**config.mk**
```make
export PLATFORM = sky130hd
export DESIGN_NAME = dct_ctrl
export DESIGN_NICKNAME = d
export VERILOG_FILES = /design/src/rtl/dct_pkg.sv /design/src/rtl/dct_ctrl.sv
export SDC_FILE = /design/constraint.sdc
export NUM_CORES = 1
export LEC_CHECK = 0
export BUFFER_PORTS_ARGS = -buffer_cell sky130_fd_sc_hd__buf_2
export CAP_MARGIN = 20
export CORE_AREA = 2 2 39 41
export CTS_CLUSTER_SIZE = 30
export DETAILED_ROUTE_END_ITERATION = 6
export DIE_AREA = 0 0 41 43
export SYNTH_ARGS = -nofsm -noshare
export SYNTH_HDL_FRONTEND = slang
export SYNTH_SLANG_ARGS = --single-unit
```
**constraint.sdc**
```tcl
create_clock -name clk -period 1.2 [get_ports clk]
set_input_delay 0.12 -clock clk [delete_from_list [all_inputs] [get_ports clk]]
set_output_delay 0.12 -clock clk [all_outputs]
set_load 0.02 [all_outputs]
```
**src/rtl/dct_pkg.sv**
```systemverilog
// Package for the detection confirmation table.
// Table geometry, field widths, register indexes, status codes and controller states.
// Every other file in rtl imports it.
package dct_pkg;
	localparam int TableDepth = 64;
	localparam int IdxW = $clog2(TableDepth);
	localparam int CntW = $clog2(TableDepth + 1);
	localparam int PosW = 24;
	localparam int IdW = 16;
	localparam int StampW = 32;
	localparam int HitsW = 9;
	localparam int SqW = 35;
	localparam int InW = IdW + 3 * PosW + StampW;
	localparam int InBytesW = ((InW + 7) / 8) * 8;
	localparam int OutW = 2 + 6 + HitsW + 7 + 7 + 7;
	localparam int OutBytesW = ((OutW + 7) / 8) * 8;
	localparam int CfgIdxW = 2;
	localparam logic [HitsW-1:0] HitsMax = '1;

	typedef enum logic [CfgIdxW-1:0] {
		REG_COUNT_LIMIT = 2'd0,
		REG_AGE_LIMIT   = 2'd1,
		REG_DIST_LIMIT  = 2'd2
	} reg_idx_t;

	typedef enum logic [1:0] {
		ST_MATCHED  = 2'd0,
		ST_INSERTED = 2'd1,
		ST_DROPPED  = 2'd2
	} status_t;

	typedef enum logic [2:0] {
		S_IDLE,
		S_PURGE,
		S_PURGE_WAIT,
		S_MATCH,
		S_MATCH_WAIT,
		S_FINISH,
		S_OUT
	} state_t;

	typedef struct packed {
		logic start;
		logic purge_rd;
		logic match_init;
		logic match_rd;
		logic finish;
	} dct_cmd_t;

	typedef struct packed {
		logic scan_done;
		logic found;
	} dct_sts_t;
endpackage

```
**src/rtl/dct_ctrl.sv**
```systemverilog
// Controller state machine of the detection confirmation table.
// Sequences purge, match and update; depends on dct_pkg.
module dct_ctrl (
	input  logic              clk,
	input  logic              arst_n,
	input  logic              in_fire,
	input  logic              out_fire,
	input  dct_pkg::dct_sts_t sts,
	output dct_pkg::dct_cmd_t cmd,
	output logic              busy,
	output logic              out_valid
);
	import dct_pkg::*;

	state_t state_q, state_d;

	always_ff @(posedge clk or negedge arst_n) begin
		if (!arst_n) state_q <= S_IDLE;
		else state_q <= state_d;
	end

	always_comb begin
		state_d = state_q;
		cmd = '0;
		busy = 1'b1;
		out_valid = 1'b0;
		case (state_q)
			S_IDLE: begin
				busy = 1'b0;
				if (in_fire) begin
					cmd.start = 1'b1;
					state_d = S_PURGE;
				end
			end
			S_PURGE: begin
				if (sts.scan_done) begin
					cmd.match_init = 1'b1;
					state_d = S_MATCH;
				end else begin
					cmd.purge_rd = 1'b1;
					state_d = S_PURGE_WAIT;
				end
			end
			S_PURGE_WAIT: state_d = S_PURGE;
			S_MATCH: begin
				if (sts.scan_done || sts.found) state_d = S_FINISH;
				else begin
					cmd.match_rd = 1'b1;
					state_d = S_MATCH_WAIT;
				end
			end
			S_MATCH_WAIT: state_d = S_MATCH;
			S_FINISH: begin
				cmd.finish = 1'b1;
				state_d = S_OUT;
			end
			S_OUT: begin
				out_valid = 1'b1;
				if (out_fire) state_d = S_IDLE;
			end
			default: state_d = S_IDLE;
		endcase
	end

	assert property (@(posedge clk) disable iff (!arst_n) cmd.start |=> state_q == S_PURGE)
		else $error("start did not enter purge");
	assert property (@(posedge clk) disable iff (!arst_n) out_valid && !out_fire |=> out_valid)
		else $error("result dropped");
	assert property (@(posedge clk) disable iff (!arst_n) $countones(cmd) <= 1)
		else $error("several commands at once");
endmodule

```
Word-level counts from Yosys, hierarchy flattened
Index checks and enable logic that the tools add are counted.
{"block": "word_totals", "reg_bits": 3, "output_inout_bits": 7, "word_cells": 27}
{"block": "classes", "eq_ne": 8, "mux": 15, "reduce_logical": 3}
{"op": "3-bit case mux with 7 select lines", "count": 1}
{"op": "1-bit 2-to-1 mux", "count": 11}
{"op": "3-bit == test (second input constant)", "count": 3}
{"op": "3-bit by 2-bit == test with 1-bit output (second input constant)", "count": 2}
{"op": "3-bit 2-to-1 mux", "count": 2}
{"op": "2-bit != test (second input constant)", "count": 2}
{"op": "3-bit by 1-bit == test with 1-bit output (second input constant)", "count": 1}
{"op": "3-bit logical NOT", "count": 1}
{"op": "2-bit 2-to-1 mux", "count": 1}
{"op": "2-bit AND reduction", "count": 1}
{"op": "1-bit logical OR", "count": 1}

Longest topological paths before layout
Gate-level depths: netlist (run 1).
{"block": "logic_depth", "depth_word": 3, "depth_mapped": 4, "depth_no_buf": 3}

Worst setup path after synthesis (run 1)
Ideal clock, no wire load.
{"block": "synth_timing", "kind": "register to output", "from": "register state_q[1]", "to": "output port cmd[2] in the netlist's numbering", "arrival_time_ns": 1.298, "required_ns": 1.080, "setup_slack_ns": -0.218, "stages_incl_launch_ff": 3, "path_buffers": 1, "path_cell_list": "dfrtp_1 -> buf_2 -> nor4b_1"}
{"item": "start: declaration", "line": "dct_ctrl.sv:15", "source": "state_t state_q, state_d;"}
{"item": "start signal: assignment", "line": "dct_ctrl.sv:19", "source": "else state_q <= state_d;"}
{"item": "end: declaration", "line": "dct_ctrl.sv:9", "source": "output dct_pkg::dct_cmd_t cmd,"}

==> results.md, run 1 <==
* Outcome: finished, violations left
* Failing checks: setup timing
* Number of global-route vias before repair at approximately 270
* Share of the synthesized area in the top cell type at 0.330
* Critical path class: register to output pin
* Final hold vios at 0
* Die Width at just over 40 um
* Initial DRT Pass Iterations at 4
* Layout cell share with drive strength beyond 1 at 0.633
* Antenna-violating nets left at 0
* Slew @ Worst Pin at ~190 ps
* Port Buffers at 12
* Min-delay worst type: input port to register
* Vias at approximately 280
* Final setup fails at 7
* Routability-driven placement congestion ratio at 0.728
* Initial cell density of the core at 0.165
* Reg2reg setup slack at approximately 40 ps
* Slew margin rel. at 0.874
* Crit share post-route at 1.12
* Avg Inst Size Synth at between 7 and 8 um2
* Final Critical Period at roughly 1300 ps
* Final wirelength at between 600 and 700 um
* Syn nets at 35
* Antenna violations before repair at 0
* Diodes inserted at 0
* Util after Layout at 0.336
* Wire length of the first global-routing pass at 1050 um
* I/O pin total at 13
* Seq/Total Area, Yosys at 0.330
* Crit path DAT at ~1200 ps
* Die H at 43 um
* Max-capacitance violation count at 0
* Max Clk Rate at around 750 MHz
* Area leader, netlist: dfrtp_1
* H-Tree Depth at 1
* Yosys reg bits at 3
* Largest Register: state_q
* Area grow syn2layout at 104%
* Setup TNS at -561 ps
* Std-Cell Rows at 14
* Dpl hpwl at slightly above 400 um
* Total power at about 1.2 mW
* Ys Warns at 0
* Yosys cell types at 18
* Grt ovf at 0
* Req. time, crit path at between 1000 and 1500 ps
* WL/cell at approximately 10 um
* Drt via density at roughly 4.3
* Filler instances at about 140
* Initial DRC count at 6
* Fin Hold WS at roughly 170 ps
* CP Launch Type: register
* CTS tree: built
* Total GRT Usage at 0.0998
* Core ar. at about 1400 um2
* Clock transition at the registers of the reported paths at about 40 ps
* Nets at 56
* Largest register FFs at 3
* Largest net degree at the start of global routing at 8
* Clk sinks at 3
* Skew final at ~0.69 ps
* Leak at approximately 0.21 nW
* Clk root buf: clkbuf_4
* Worst-skew pair later-pin latency at 230 ps
* Finished Cell Area at approximately 470 um2
* Top post-synthesis cells by area: dfrtp_1 (33%), o21ai_0 (8.8%), nor4_1 (5.5%), buf_6 (4.9%), inv_1 (4.9%)
* Placement Cell Area at ~330 um2
* Die area at approximately 1800 um2
* Cells after Synth at 29
* Most frequent cells in the layout: buf_2 (7), buf_6 (7), buf_4 (4)
* Worst-path maximum fanout at 3
* VDD IR max at approximately 0.00071 V
* Critical Path Sink Type: output pin
* Largest regs: state_q (3)
* Power per Cell Area at between 2000 and 3000 nW/um2
* CTS Buf Count at 3
* Post-route DRC at 0
* Final Max Tran Viols at 0
* CTS Buffer Depth at 2
* Mapped Area at 228 um2
* Unrepaired setup endpoints after global routing: yes
* Final worst slack at -140 ps
## cell usage after synthesis
master / instances
nand3_1: 1
nor2_1: 2
nor3b_1: 1
nor2b_1: 1
nor4_1: 2
dfrtp_1: 3
or3_4: 1
buf_6: 1
nor4b_1: 1
o21ai_0: 4
buf_4: 1
nor2_2: 1
inv_1: 3
nand2_1: 3
o21a_1: 1
and3_1: 1
buf_2: 1
o211ai_1: 1
## metrics by stage
stage               instances  setup slack [ps]
floorplan                  29              29.9
global placement           57              93.1
detailed placement         57              89.9
CTS                        64              -142
global route               65              -197
finish                     65              -140
## worst max-delay path: stages, from the launching register on
cell and delay, ps:
dfrtp_1 400, or3_4 390, nor2_4 90, buf_6 110
## path summary, 6_finish.rpt
path,depth (start not counted),end,start
max,3,cmd[4],state_q[0]$_DFFE_PN0P_
min,3,state_q[0]$_DFFE_PN0P_,in_fire
max reg2reg,5,state_q[2]$_DFFE_PN0P_,state_q[2]$_DFFE_PN0P_
min reg2reg,3,state_q[0]$_DFFE_PN0P_,state_q[1]$_DFFE_PN0P_
max in group asynchronous,2,state_q[1]$_DFFE_PN0P_,arst_n
min in group asynchronous,2,state_q[0]$_DFFE_PN0P_,arst_n
## layer usage
layer / GRT usage / share of wire
met1: 0.107 / 0.42
met3: 0.0471 / 0.033
met2: 0.113 / 0.50
met5: 0 / 0
met4: 0.140 / 0.041
## area by class of cell
| class | count | area [um2] | share of cell area |
|---|---|---|---|
| well taps | 16 | 20.0 | 0.0430 |
| flip-flops and latches | 3 | 75.1 | 0.161 |
| repair buffers | 19 | 154 | 0.331 |
| clock buffers | 4 | 26.3 | 0.0565 |
| multi-input cells | 20 | 179 | 0.384 |
| inverters | 3 | 11.3 | 0.0242 |
## report_power, final
group          switching, mW  internal (mW)  total [mW]
sequential            0.0443          0.151       0.196
combinational          0.422          0.398       0.821
clock                 0.0525          0.125       0.177
## kinds of logic after synthesis
logic type	count (synthesis)	share of synthesized area
AO/OA/AOI/OAI	6	0.154
buffers and inverters	6	0.154
flip-flops	3	0.330
AND/OR/NAND/NOR	14	0.363
## repair_timing
item / CTS / global route
setup endpoints to repair: 7 / 8
gates resized for setup: 9 / 13
endpoints found under the hold margin: 3 / 0
hold buffers: 1 / 0
pin swaps: 2 / 3
buffers inserted: 2 / 1
(Power assumes the default switching activity.)
==> inputs of run 2 (changes only) <==
--- a/config.mk
+++ b/config.mk
@@ -5,10 +5,10 @@
 export SDC_FILE = /design/constraint.sdc
 export NUM_CORES = 1
 export LEC_CHECK = 0
+export ABC_AREA = 1
 export BUFFER_PORTS_ARGS = -buffer_cell sky130_fd_sc_hd__buf_2
 export CAP_MARGIN = 20
 export CORE_AREA = 2 2 39 41
-export CTS_CLUSTER_SIZE = 30
 export DETAILED_ROUTE_END_ITERATION = 6
 export DIE_AREA = 0 0 41 43
 export SYNTH_ARGS = -nofsm -noshare
==> run 2 against run 1 <==
Against the previous run: the flow still finishes with violations (setup timing); non-clock buffer count is 3 lower; first-iteration DRC count is 83% lower; combinational power down 19%; clock power fell by 2%; routed wire length fell by 0.60%; flip-flop and latch count is the same; total power is 8.6% lower; synthesized cell count increased by 6.9%; worst hold slack gained 23 ps; largest cell class unchanged.
==> results.md, run 2 <==
* Outcome: finished, violations left
* Failing checks: setup timing
* Yosys reg bits at 3
* CTS Buffer Depth at 2
* I/O pin total at 13
* Routed length on met2 at slightly above 400 um
* Largest regs: state_q (3)
* CTS Buf Count at 3
* Clk root buf: clkbuf_4
* Std-Cell Rows at 14
* Cells after Synth at 31
* Critical Path Sink Type: output pin
* WL/cell at a little under 10 um
* Leak at 0.210 nW
* FFs w/ async S/R, synth at 1.00
* Ys Warns at 0
* CTS tree: built
* Slowest cell on the critical path: dfrtp_2
* Worst-skew pair later-pin latency at between 200 and 250 ps
* Highest metal used: met3
* Die H at 43 um
* Clock transition at the registers of the reported paths at around 40 ps
* Top post-synthesis cells by area: dfrtp_1 (38%), nor2_1 (15%), nand2_1 (13%), inv_1 (11%), nor3_2 (5.1%)
* Most frequent cells in the layout: nand2_1 (6), buf_2 (6), inv_1 (5), buf_6 (5)
* Largest net degree at the start of global routing at 5
* Die area at between 1500 and 2000 um2
* Clk sinks at 3
* Core ar. at 1380 um2
* Nets at 58
* Antenna violations before repair at 0
* Crit share post-route at 1.06
* Grt ovf at 0
* Largest Register: state_q
* Wire length of the first global-routing pass at 1020 um
* Slew margin rel. at 0.885
* Die Width at roughly 40 um
* Initial cell density of the core at 0.142
* Final Critical Period at between 1000 and 1500 ps
* Synth cell count leaders: nor2_1 (8), nand2_1 (7), inv_1 (6)
* Cell Chain, Critical Path: inv_2 -> buf_6 -> nor3_4 -> buf_6
* Critical path buffers and inverters at 3
* Mapped Area at just under 200 um2
* Post-route DRC at 0
* Area leader, netlist: dfrtp_1
* CP Launch Type: register
* Most frequent cell after synthesis: nor2_1
* Drt via density at about 4.0
* Max-capacitance violation count at 0
* Final hold vios at 0
* H-Tree Depth at 1
* Final Max Tran Viols at 0
* Placement Cell Area at around 280 um2
* Slew @ Worst Pin at approximately 170 ps
* Port Buffers at 12
* Layout cell share with drive strength beyond 1 at 0.588
* Req. time, crit path at between 1000 and 1500 ps
* Avg Inst Size Synth at around 6.3 um2
* EDFF count, synth at 0
* Syn nets at 37
* Diodes inserted at 0
* Largest register FFs at 3
* Final setup fails at 5
* Setup TNS at -223 ps
* Power per Cell Area at approximately 2600 nW/um2
* Area grow syn2layout at 115%
* VDD IR max at approximately 0.00073 V
* Vias at about 270
* Most Frequent Cell on Critical Path: buf_6
* Min-delay worst type: input port to register
* Cell family with most CP delay: flip-flops
* Yosys cell types at 10
* Worst-path maximum fanout at 4
* Met3 WL at about 32 um
* Routability-driven placement congestion ratio at slightly above 0.7
* Initial DRT Pass Iterations at 2
* Ys flop type: dfrtp_1
* Dpl hpwl at about 430 um
* Unrepaired setup endpoints after global routing: yes
* Antenna-violating nets left at 0
* Final worst slack at -76.8 ps
* Finished Cell Area at 423 um2
* Critical path class: register to output pin
* Initial DRC count at 1
* Sum of routed wire segments on met1 at roughly 220 um
* Skew final at 2.45 ps
* Filler instances at about 160
* Max incr delay on CP at around 440 ps
* Max Clk Rate at just under 800 MHz
* Share of the synthesized area in the top cell type at 0.382
* Crit path DAT at about 1200 ps
* Final wirelength at around 660 um
* Number of global-route vias before repair at 250
* Seq/Total Area, Yosys at 0.382
* Total GRT Usage at 0.0915
==> run 2: area by class of cell <==
class                   instances  area [um2]  area share
multi-input cells              21         146       0.346
repair buffers                 16         126       0.299
flip-flops and latches          3        77.6       0.183
well taps                      16        20.0      0.0473
clock buffers                   4        26.3      0.0621
inverters                       7        26.3      0.0621
==> run 2: final timing paths <==
path / start / end / slack, ps / cells past startpoint
min in group asynchronous: arst_n / state_q[2]$_DFFE_PN0P_ / 210 / 2
hold / removal: out_fire / state_q[2]$_DFFE_PN0P_ / 190 / 4
max in group asynchronous: arst_n / state_q[0]$_DFFE_PN0P_ / 870 / 2
hold reg to reg: state_q[1]$_DFFE_PN0P_ / state_q[1]$_DFFE_PN0P_ / 580 / 1
setup / recovery: state_q[2]$_DFFE_PN0P_ / cmd[0] / -80 / 4
setup reg to reg: state_q[1]$_DFFE_PN0P_ / state_q[0]$_DFFE_PN0P_ / 190 / 5
==> run 2: cell families after synthesis <==
kind of cell           synth area share
DFF                               0.382
AOI/OAI and AO/OA                0.0510
and+or+nand+nor                   0.433
buffers and inverters             0.134
==> run 2: report_power, final <==
part	internal [mW]	switching, mW	total [mW]
clock network	0.124	0.0491	0.173
registers	0.158	0.0937	0.251
logic	0.296	0.370	0.666
total	0.578	0.513	1.09
==> run 2: layer usage <==
layer / vias up / track usage
met5: - / 0
met4: 0 / 0.0600
met3: 0 / 0.0471
met2: 8 / 0.144
met1: 129 / 0.0874
li1: 132 / -
==> run 2: through the flow <==
step	utilization	std cells	total power, mW	hold WS [ps]	setup slack [ps]
2_1_floorplan	-	31	0.470	-176	48.2
3_3_place_gp	0.200	59	0.583	-83.1	176
3_5_place_dp	0.200	59	0.598	-82.1	160
4_1_cts	0.249	65	0.869	182	-62.3
5_1_grt	0.306	67	1.19	207	-128
6_report	0.306	67	1.09	188	-76.8
==> run 2: worst register-to-register path: stages (launching register included) <==
cell and delay, ps:
dfrtp_1 410, inv_2 130, nand3_4 100, nor2_4 130, nor2_1 50, nor2_1 100
==> run 2: repair_timing <==
item | in CTS | in global routing
cloned | 0 | 0
hold endpoints to repair | 3 | 0
gates resized for setup | 10 | 16
pin swaps | 0 | 2
setup endpoints to repair | 5 | 7
buffers inserted | 1 | 2
hold buffers | 1 | 0
==> inputs of run 3 (changes only) <==
--- a/config.mk
+++ b/config.mk
@@ -8,9 +8,9 @@
 export ABC_AREA = 1
 export BUFFER_PORTS_ARGS = -buffer_cell sky130_fd_sc_hd__buf_2
 export CAP_MARGIN = 20
-export CORE_AREA = 2 2 39 41
+export CORE_AREA = 5 5 42 44
 export DETAILED_ROUTE_END_ITERATION = 6
-export DIE_AREA = 0 0 41 43
+export DIE_AREA = 0 0 47 49
 export SYNTH_ARGS = -nofsm -noshare
 export SYNTH_HDL_FRONTEND = slang
 export SYNTH_SLANG_ARGS = --single-unit
==> run 3 against run 2 <==
Against the previous run: the flow still finishes with violations (setup timing); critical endpoint is now cmd[2]; largest power group unchanged; maximum frequency shrank 0.59%; sequential share of layout area grew 0.78 points; core utilization is 2.1 points lower; critical path type unchanged; flip-flop and latch count unchanged; count of clock-buffer cells in the layout stayed put; critical path depth stayed put.
==> results.md, run 3 (synthesis gave the netlist of run 2 again) <==
* Outcome: finished, violations left
* Failing checks: setup timing
* Antenna-violating nets left at 0
* Initial DRC count at 3
* Commonest non-fill, non-tap cell in the layout: buf_4
* Layout cell share with drive strength beyond 1 at 0.566
* Util after Layout at 0.285
* Critical Path Sink Type: output pin
* Post-route DRC at 0
* Port Buffers at 12
* Wire length of the first global-routing pass at 1000 um
* H-Tree Depth at 1
* Slew margin rel. at 0.868
* Worst r2r path cells at 6
* Skew final at between 0.3 and 0.4 ps
* CP Launch Type: register
* Total GRT Usage at 0.0670
* Slew @ Worst Pin at slightly below 200 ps
* CTS Buffer Depth at 2
* Largest regs: state_q (3)
* Largest Register: state_q
* Worst R2R Start: state_q[2]$_DFFE_PN0P_
* Req. time, crit path at between 1000 and 1500 ps
* Antenna violations before repair at 0
* Clk root buf: clkbuf_4
* Finished Cell Area at 399 um2
* Total power at ~1 mW
* Drt via density at approximately 3.8
* Hold Path Origin: in_fire
* Diodes inserted at 0
* Routability-driven placement congestion ratio at roughly 0.63
* Crit path DAT at between 1000 and 1500 ps
* Die H at 49 um
* Final wirelength at 653 um
* Slowest cell on the critical path: dfrtp_1
* Placement Cell Area at approximately 280 um2
* Final worst slack at -84.3 ps
* Vias at 264
* Reg2reg setup slack at 90 ps
* Largest net degree at the start of global routing at 6
* Std-Cell Rows at 14
* Die Width at between 40 and 50 um
* Fin Hold WS at about 200 ps
* Unrepaired setup endpoints after global routing: yes
* CTS tree: built
* Nets at 60
* Max Clk Rate at 779 MHz
* I/O pin total at 13
* Core ar. at around 1400 um2
* Initial DRT Pass Iterations at 2
* Critical path class: register to output pin
* Die area at 2300 um2
* Clock transition at the registers of the reported paths at 40 ps
* Min-delay worst type: input port to register
* Area grow syn2layout at 103%
* Power per Cell Area at ~2500 nW/um2
* Worst-skew pair later-pin latency at about 230 ps
* Max-capacitance violation count at 0
* Crit share post-route at 1.07
* R2R Path End: state_q[0]$_DFFE_PN0P_
* Final hold vios at 0
* Clk sinks at 3
* Max incr delay on CP at roughly 430 ps
* Largest register FFs at 3
* Dpl hpwl at 436 um
* Final setup fails at 4
* Worst-path maximum fanout at 4
* Pre-CTS WS at 167 ps
* Number of global-route vias before repair at around 270
* Critical path buffers and inverters at 2
* Cell family with most CP delay: flip-flops
* VDD IR max at approximately 0.00087 V
* Filler instances at around 160
* Final Max Tran Viols at 0
* CTS Buf Count at 3
* Hold EP: state_q[0]$_DFFE_PN0P_
* Most frequent cells in the layout: buf_4 (7), nand2_1 (6), buf_2 (6)
* Initial cell density of the core at 0.140
* Leak at approximately 0.21 nW
* Cell Chain, Critical Path: inv_2 -> nand3_1 -> nor2_2 -> buf_6
* Hold depth at 3
* Final Critical Period at around 1300 ps
* Grt ovf at 0
* WL/cell at approximately 9.5 um
run 3: stage by stage:
stage / instances / setup TNS [ps]
finish: 69 / -264
detailed placement: 59 / 0
global route: 69 / -515
global placement: 59 / 0
CTS: 68 / -188
floorplan: 31 / 0
run 3: worst max path at each step:
stage                           start  endpoint  slack, ps  depth (start not counted)
3_3_place_gp   state_q[0]$_DFFE_PN0P_    cmd[4]        180                          4
2_1_floorplan  state_q[0]$_DFFE_PN0P_    cmd[4]         50                          3
6_report       state_q[2]$_DFFE_PN0P_    cmd[2]        -80                          4
5_1_grt        state_q[1]$_DFFE_PN0P_    cmd[1]       -130                          5
4_1_cts        state_q[2]$_DFFE_PN0P_    cmd[2]        -60                          4
3_5_place_dp   state_q[0]$_DFFE_PN0P_    cmd[4]        170                          4
run 3: report_power, final:
group	switching (mW)	internal, mW
Sequential	0.0709	0.155
Clock	0.0514	0.125
Combinational	0.318	0.284
run 3: area by class of cell:
cell class | count | area [um2] | share of cell area
Timing Repair Buffer | 18 | 138 | 0.345
Multi-Input combinational cell | 21 | 113 | 0.282
Sequential cell | 3 | 76.3 | 0.191
Clock buffer | 4 | 26.3 | 0.0658
Inverter | 7 | 26.3 | 0.0658
Tap cell | 16 | 20.0 | 0.0502
run 3: worst min-delay path: cells and delay by family:
family / cells / cell delay, ps
simple gates: 1 / 100
buf+inv: 1 / 90
compound gates: 1 / 80
run 3: layer usage:
layer	GRT usage	routed length, um
met1	0.0642	247
met4	0.0829	0
met3	0.0369	34
met5	0	0
met2	0.0860	371
run 3: timing repair:
item                                   in CTS  in global routing
pin swaps                                   3                  6
hold buffers                                1                  0
endpoints found under the hold margin       3                  0
gates resized for setup                     9                  9
setup endpoints to repair                   6                  7
setup buffers                               4                  1
